==> config.mk <==
export PLATFORM = sky130hd
export DESIGN_NAME = ccix_ram
export DESIGN_NICKNAME = d
export VERILOG_FILES = /design/src/hw/rtl/ccix_ram.sv
export SDC_FILE = /design/constraint.sdc
export NUM_CORES = 1
export LEC_CHECK = 0
export ABC_AREA = 1
export BUFFER_PORTS_ARGS = -buffer_cell sky130_fd_sc_hd__clkbuf_2
export CAP_MARGIN = 15
export CORE_UTILIZATION = 55
export CTS_BUF_LIST = sky130_fd_sc_hd__clkbuf_8 sky130_fd_sc_hd__clkbuf_16
export CTS_CLUSTER_DIAMETER = 200
export DETAILED_ROUTE_END_ITERATION = 6
export HOLD_SLACK_MARGIN = 0.05
export MAX_ROUTING_LAYER = met4
export PLACE_DENSITY = 0.76
export SLEW_MARGIN = 20
export SYNTH_ARGS = -nofsm -noshare
export SYNTH_HDL_FRONTEND = slang
export SYNTH_SLANG_ARGS = --single-unit
==> constraint.sdc <==
create_clock -name clk_i -period 1.23 [get_ports clk_i]
set_input_delay 0.1845 -clock clk_i [delete_from_list [all_inputs] [get_ports clk_i]]
set_output_delay 0.1845 -clock clk_i [all_outputs]
set_load 0.02 [all_outputs]
==> src/hw/rtl/ccix_ram.sv <==
// generic single write, single read ram with registered read data
`default_nettype none
module ccix_ram #(
  parameter int unsigned WIDTH = 8,
  parameter int unsigned DEPTH = 16
) (
  input  wire logic                     clk_i,
  input  wire logic                     we_i,
  input  wire logic [$clog2(DEPTH)-1:0] waddr_i,
  input  wire logic [WIDTH-1:0]         wdata_i,
  input  wire logic                     re_i,
  input  wire logic [$clog2(DEPTH)-1:0] raddr_i,
  output logic      [WIDTH-1:0]         rdata_o
);

  logic [WIDTH-1:0] mem [DEPTH];

  always_ff @(posedge clk_i) begin
    if (we_i) begin
      mem[waddr_i] <= wdata_i;
    end
    if (re_i) begin
      rdata_o <= mem[raddr_i];
    end
  end

endmodule
`default_nettype wire

# Yosys cells after proc, flatten, opt, wreduce, memory -nomap -nowiden
# Memories as Yosys holds them, arrays and structs flattened. A register that Yosys moved wholly into a read port is not among the register bits.
# Index checks and enable logic that the tools add are counted.
[word_totals]
regBits = 0
ramBits = 128
in_bits = 19
out_inout_bits = 8
elab_cells = 3
mem_count = 1
[op_classes]
muxes = 2
[mem_list]
columns = ["memory", "words", "width", "rd", "rd_ports_with_merged_regs", "wr", "line", "source"]
rows = [
  ["mem", 16, 8, 1, 1, 1, "16", "logic [WIDTH-1:0] mem [DEPTH];"],
]
[ops]
columns = ["operator", "count"]
rows = [
  ["2-to-1 mux 1 bit", 2],
]

# Logic depth before layout (Yosys ltp)
# Gate-level depths: netlist of the first run.
[logic_depth]
depth_word = 2
mapped_depth = 8
depth_no_buf = 7

# Least setup slack after synthesis of the first run
# Ideal clock, no wire load.
[synth_timing]
kind = "in2reg"
start = "input port waddr_i[3]"
end = "memory mem[4][0] (enable)"
setup_ns = 0.370
t_arrival_ns = 0.765
required_ns = 0.860
slack_ns = 0.095
stages = 2
path_buffers = 0
cell_sequence = "nand3b_1 > nor2_1"
[synth_rtl]
columns = ["item", "line", "source"]
rows = [
  ["start: declaration", "9", "input wire logic [$clog2(DEPTH)-1:0] waddr_i,"],
  ["end: declaration", "16", ""],
]
# No word-level cell before the write port.

# Worst setup path in the final report of the first run
[layout_timing]
start = "register rdata_o[1] (read register of mem)"
end = "output port rdata_o[1]"
[layout_rtl]
columns = ["item", "line", "source"]
rows = [
  ["start: declaration", "13", "output logic [WIDTH-1:0] rdata_o"],
]
# No word-level cell between the ends.

==> impl_metrics.tcl, run 1 <==
set metrics [dict create \
    final-seq-area_um2 4080 \
    vias 3975 \
    least_margin_pin_slew_ns 0.450 \
    cp_slowest_cell "edfxtp_1" \
    warnings_from_yosys 0 \
    initialDrtViolationCount 266 \
    min_period_over_period_pct 103 \
    final_critical_path_setup_slack_ns -0.0380 \
    power.combinational.fraction_pct 6.8 \
    violations_in_the_final_reports "setup timing" \
    leakagePower_nw 3.05 \
    post_route_cells_drive_above_1_share_pct 14.6 \
    grt_first_pass_wirelength_um 20600 \
    clock_path_buffers 2 \
    detail_route.vias_per_cell 5.27 \
    avg_wl_per_cell_um 16.9 \
    timing.critical_path.cells "buf_6" \
    cts_max_level 4 \
    fmax_ghz 0.789 \
    required_ns 1.05 \
    synth.area.top_cells "edfxtp_1, nand2_1, nand3_1" \
    multi_input_area_um2 1210 \
    post_synth_num_cell_types 11 \
    port_buffers 26 \
    clkSinkCount 136 \
    synthTopCellsByCount "nand2_1, edfxtp_1, inv_1, nand3_1, nor2_1" \
    grt_remaining_overflow 0 \
    io-pin-count 27 \
    grt_util_all_layers_pct 26.4 \
    floorplan.rows 37 \
    synth_area_per_cell_um2 10.6 \
    die_height_um 105 \
    clk_transition_reported_paths_ns 0.06 \
    power.sequential.fraction_pct 48.4 \
    drt_first_pass_iters 5 \
    vdd.ir_drop.worst_uv 1450 \
    slew_headroom_pct 70.0 \
    number_of_enable_flip_flop_cells_after_synthesis 136 \
    grt_max_degree 34 \
    path_delay_family "flip-flops" \
    setup.worst_path.end_class "output port" \
    synth_xor_xnor_area_share_pct 0 \
    outcome "finished with violations" \
    unrepaired_setup_endpoints_after_global_routing "yes" \
    path_max_fanout 1 \
    clock_power_share_pct 44.8 \
    final_util_pct 67.6 \
    hold_path_class "in2reg" \
    critical_setup_path_class "reg2out" \
    worstSkewPairLatency_ns 0.52 \
    yosys-mux-area-fraction_pct 0 \
    synth_async_sr_flop_share_pct 0 \
    synth_ff_type "edfxtp_1" \
    fin_setup_tns_ns -0.0826 \
    drcViolationCount 0 \
    post_cts.repair.setup_buffers 0 \
    synth.top_cell.area_share_pct 69.8 \
    timing.critical_path.buf_inv 1 \
    synth-seq-cells 136 \
    total_power_mw 10.9 \
    total_of_endpoints_with_negative_setup_slack_in_the_final_report 4 \
    clock_skew_ns 0.00592 \
    arrival_ns 1.08 \
    routed_wl_um 12700 \
    filler_cell_count 744 \
    areaGrowthSynthToFinish_pct 19.4 \
    mappedNetlistNets 570 \
    detail-route-antenna-nets 0 \
    n_antenna_cell 0 \
    synthSimpleGateAreaFrac_pct 20.8 \
    core_area_um2 10300 \
    cts_tree "done" \
    cts-buffers-inserted 17 \
    critical-path-max-stage-delay_ns 0.41 \
    detailed_place_hpwl_um 8220 \
    syn-instance-count 551 \
    hold_ws_ns 0.159 \
    clockRootBuffer "clkbuf_8" \
    critical_path.startpoint_type "flop" \
    synth-adder-area-share_pct 0 \
    mappedNetlistArea_um2 5850 \
    die_area_um2 11000 \
    synth.yosys.seq_area_share_pct 69.8 \
    yosys.cell_count.top_type "nand2_1" \
    start_util_pct 56.6 \
    cellPowerDensity_nw_per_um2 1560 \
    nNetsFinal 625 \
    synth_compound_area_share_pct 0 \
    final-hold-violation-count 0 \
    grt_pass1_vias 4057 \
    p_sw_share_pct 21.4 \
    internal_power_mw 8.54 \
    gp_routability_congestion 0.865 \
    timing.max_cap.violations 0 \
    netSwitchingPower_mw 2.33 \
    synth_top_family_by_area "simple AND/OR/NAND/NOR gates" \
    antenna_found_initial 0 \
    period_needed_ns 1.27 \
    slew_viol_final 0 \
    post-place-ws_ns -0.139 \
    yosys.area.top_type "edfxtp_1" \
    chipWidth_um 105 \
]
==> area by class of cell <==
class	count	share of cell area, %
flip-flops and latches	136	58.5
well taps	136	2.44
clock buffers	17	5.93
multi-input cells	289	17.4
clock inverters	14	2.28
inverters	102	5.48
repair buffers	60	7.98
==> repair_timing <==
| item | 4_1_cts | 5_1_grt |
|---|---|---|
| endpoints found under the setup margin | 8 | 8 |
| hold buffers | 1 | 0 |
| pin swaps | 0 | 0 |
| resized for setup | 0 | 18 |
| hold endpoints to repair | 8 | 0 |
==> worst paths after layout <==
kind | from | to | slack [ns] | depth (start not counted)
max | rdata_o[1] | rdata_o[1] | -0.04 | 1
min | wdata_i[4] | mem[5][4] | 0.16 | 1
max reg2reg | mem[0][2] | rdata_o[2] | 0.08 | 6
min reg2reg | mem[12][5] | rdata_o[5] | 0.75 | 6
==> sequential cells by signal (all words and copies together) (netlist names) <==
signal	flops
mem	128
rdata_o	8
==> logic make-up (layout without fill, tap and decap cells) <==
kind of cell	after synthesis	after routing
and+or+nand+nor	289	289
DFF	136	136
buffers and inverters	126	193
==> through the flow <==
step | instances | instance area [µm²]
3_5_place_dp | 722 | 6370
5_1_grt | 754 | 6980
6_report | 754 | 6980
2_1_floorplan | 551 | 5850
4_1_cts | 754 | 6950
3_3_place_gp | 722 | 6370
==> power by group through the flow <==
stage / Sequential, mW / Combinational [mW] / Clock [mW]
CTS: 5.25 / 0.727 / 4.92
detailed placement: 5.35 / 0.719 / 0
floorplan: 5.37 / 0.366 / 0
global placement: 5.34 / 0.702 / 0
finish: 5.25 / 0.743 / 4.87
global route: 5.26 / 0.815 / 5.11
==> placed cells by master, fill, tap and decap left out <==
cell and count:
buf_12 11, buf_2 3, buf_4 22, buf_6 5, bufinv_16 3, clkbuf_16 16, clkbuf_2 18, clkbuf_8 1
clkinv_1 2, clkinv_2 4, clkinv_4 3, clkinvlp_4 2, dlygate4sd3_1 1, edfxtp_1 136, inv_1 100, inv_2 2
nand2_1 173, nand3_1 97, nand3b_1 2, nor2_1 17
==> per-layer routing <==
layer	vias up	GRT usage (%)	wire [µm]
met2	189	40.4	6190
li1	1888	-	-
met1	1865	33.5	5180
met5	-	-	0
met4	0	11.8	353
met3	33	6.86	1020
Note: power is estimated with default switching activity, not from simulation.
==> run 2: changes to the inputs <==
--- a/config.mk
+++ b/config.mk
@@ -8,10 +8,12 @@
 export ABC_AREA = 1
 export BUFFER_PORTS_ARGS = -buffer_cell sky130_fd_sc_hd__clkbuf_2
 export CAP_MARGIN = 15
+export CORE_ASPECT_RATIO = 1.75
 export CORE_UTILIZATION = 55
 export CTS_BUF_LIST = sky130_fd_sc_hd__clkbuf_8 sky130_fd_sc_hd__clkbuf_16
 export CTS_CLUSTER_DIAMETER = 200
 export DETAILED_ROUTE_END_ITERATION = 6
+export GPL_ROUTABILITY_DRIVEN = 0
 export HOLD_SLACK_MARGIN = 0.05
 export MAX_ROUTING_LAYER = met4
 export PLACE_DENSITY = 0.76
==> run 2 against run 1 <==
The flow now finishes without violations; register-to-register slack worse by 0.03 ns; critical path depth is 5 higher; sequential power hardly changed; clock skew is 0.00082 ns lower; worst setup slack better by 0.087 ns; die area is 0.15% higher; combinational power is 9.4% lower; cell count is 1.5% lower; wire length is 1.9% higher; critical endpoint is now rdata_o[1].
==> impl_metrics.tcl, run 2 (synthesis gave the netlist of run 1 again) <==
set metrics [dict create \
    outcome "finished, final reports clean" \
    floorplan.rows 49 \
    final-hold-violation-count 0 \
    final_util_pct 66.1 \
    vias 4002 \
    grt_pass1_vias 4014 \
    min_period_over_period_pct 96.0 \
    cellPowerDensity_nw_per_um2 1550 \
    netSwitchingPower_mw 2.25 \
    global_route.peak_usage_layer "met2" \
    power.sequential.fraction_pct 49.6 \
    vdd.ir_drop.worst_uv 1190 \
    reg.largest.list "mem (128), rdata_o (8)" \
    largest_register_ffs 128 \
    global_route.usage.met3_pct 6.27 \
    grt_max_degree 54 \
    required_ns 1.39 \
    cts_tree "done" \
    clock_path_buffers 2 \
    die_height_um 138 \
    multi_input_area_um2 1230 \
    cts_max_level 4 \
    io-pin-count 27 \
    die_area_um2 11100 \
    chipWidth_um 79.9 \
    path_max_fanout 1 \
    slew_headroom_pct 58.6 \
    start_util_pct 56.8 \
    worstSkewPairLatency_ns 0.42 \
    avg_wl_per_cell_um 17.5 \
    unrepaired_setup_endpoints_after_global_routing "no" \
    post_route_cells_drive_above_1_share_pct 14.1 \
    grt_remaining_overflow 0 \
    areaGrowthSynthToFinish_pct 16.5 \
    critical_setup_path_class "reg2reg" \
    p_sw_share_pct 21.2 \
    final-seq-area_um2 4080 \
    slew_viol_final 0 \
    mostFrequentLayoutCell "nand2_1" \
    core_area_um2 10300 \
    least_margin_pin_slew_ns 0.620 \
    post_cts.repair.setup_buffers 0 \
    fmax_ghz 0.847 \
    drt_first_pass_iters 6 \
    post-place-ws_ns -0.155 \
    detail_route.vias_per_cell 5.39 \
    globalRouteMet1Util_pct 27.8 \
    internal_power_mw 8.34 \
    routed_wl_um 13000 \
    power.combinational.fraction_pct 6.4 \
    arrival_ns 1.34 \
    timing.max_cap.violations 0 \
    setup.worst_path.end_class "flop" \
    n_antenna_cell 0 \
    met2_usage_pct 44.0 \
    total_of_endpoints_with_negative_setup_slack_in_the_final_report 0 \
    final_critical_path_setup_slack_ns 0.0489 \
    initialDrtViolationCount 359 \
    port_buffers 26 \
    filler_cell_count 740 \
    mostFrequentLayoutCells "nand2_1, edfxtp_1, inv_1" \
    critical_path.startpoint_type "flop" \
    drcViolationCount 0 \
    cts-hold-fix-buffers 0 \
    critical-path-max-stage-delay_ns 0.40 \
    leakagePower_nw 3.01 \
    grt_first_pass_wirelength_um 20200 \
    detail-route-antenna-nets 0 \
    clockRootBuffer "clkbuf_16" \
    antenna_found_initial 0 \
    clock_skew_ns 0.00511 \
    nNetsFinal 622 \
    cp_slowest_cell "edfxtp_1" \
    clock_power_share_pct 44.0 \
    grt_util_all_layers_pct 26.5 \
    period_needed_ns 1.18 \
    cts-buffers-inserted 17 \
    detailed_place_hpwl_um 8220 \
    timing.critical_path.cells "inv_1, nand2_1, nand3_2, nand3_2, nand3_1, nand2_1" \
    hold_path_class "in2reg" \
    clkSinkCount 136 \
    top_register "mem" \
    clk_transition_reported_paths_ns 0.05 \
]
-- run 2: power by group through the flow --
stage | registers [mW] | logic (mW) | clock network, mW
floorplan | 5.37 | 0.366 | 0
global placement | 5.34 | 0.638 | 0
detailed placement | 5.35 | 0.657 | 0
CTS | 5.25 | 0.667 | 4.68
global route | 5.26 | 0.736 | 4.90
finish | 5.25 | 0.673 | 4.66
-- run 2: final timing paths --
path | startpoint | end | slack, ns | cells past startpoint
hold reg to reg | mem[10][0] | rdata_o[0] | 0.75 | 6
setup / recovery | mem[4][1] | rdata_o[1] | 0.05 | 6
setup reg to reg | mem[4][1] | rdata_o[1] | 0.05 | 6
hold / removal | re_i | rdata_o[4] | 0.16 | 1
-- run 2: layout make-up --
type	instances	share of cell area [%]
clock inverters	15	1.76
well taps	127	2.33
clock buffers	17	6.24
flip-flops and latches	136	59.9
multi-input cells	289	18.0
inverters	102	5.62
repair buffers	57	6.06
-- run 2: metal layers --
metal	routed length (µm)	vias to the layer above
li1	-	1889
met2	6990	183
met3	761	44
met1	4560	1886
met4	675	0
met5	0	-
-- run 2: what timing repair did --
item	CTS	global route
gates resized for setup	0	3
hold endpoints to repair	0	0
setup endpoints to repair	0	2
-- run 2: through the flow --
stage               setup TNS, ns  total power [mW]  hold WS, ns  instances  cell area, µm²
floorplan                       0              5.74        0.283        551            5850
global placement           -0.777              5.98        0.578        711            6250
detailed placement         -0.960              6.00        0.574        711            6250
CTS                             0              10.6        0.147        743            6800
global route                    0              10.9        0.165        743            6810
finish                          0              10.6        0.159        743            6810
-- run 2: worst max-delay path, delay by kind of cell, from the launching register on --
family	cells	cell delay (ns)
and+or+nand+nor	5	0.43
DFF	1	0.40
buffers and inverters	1	0.08
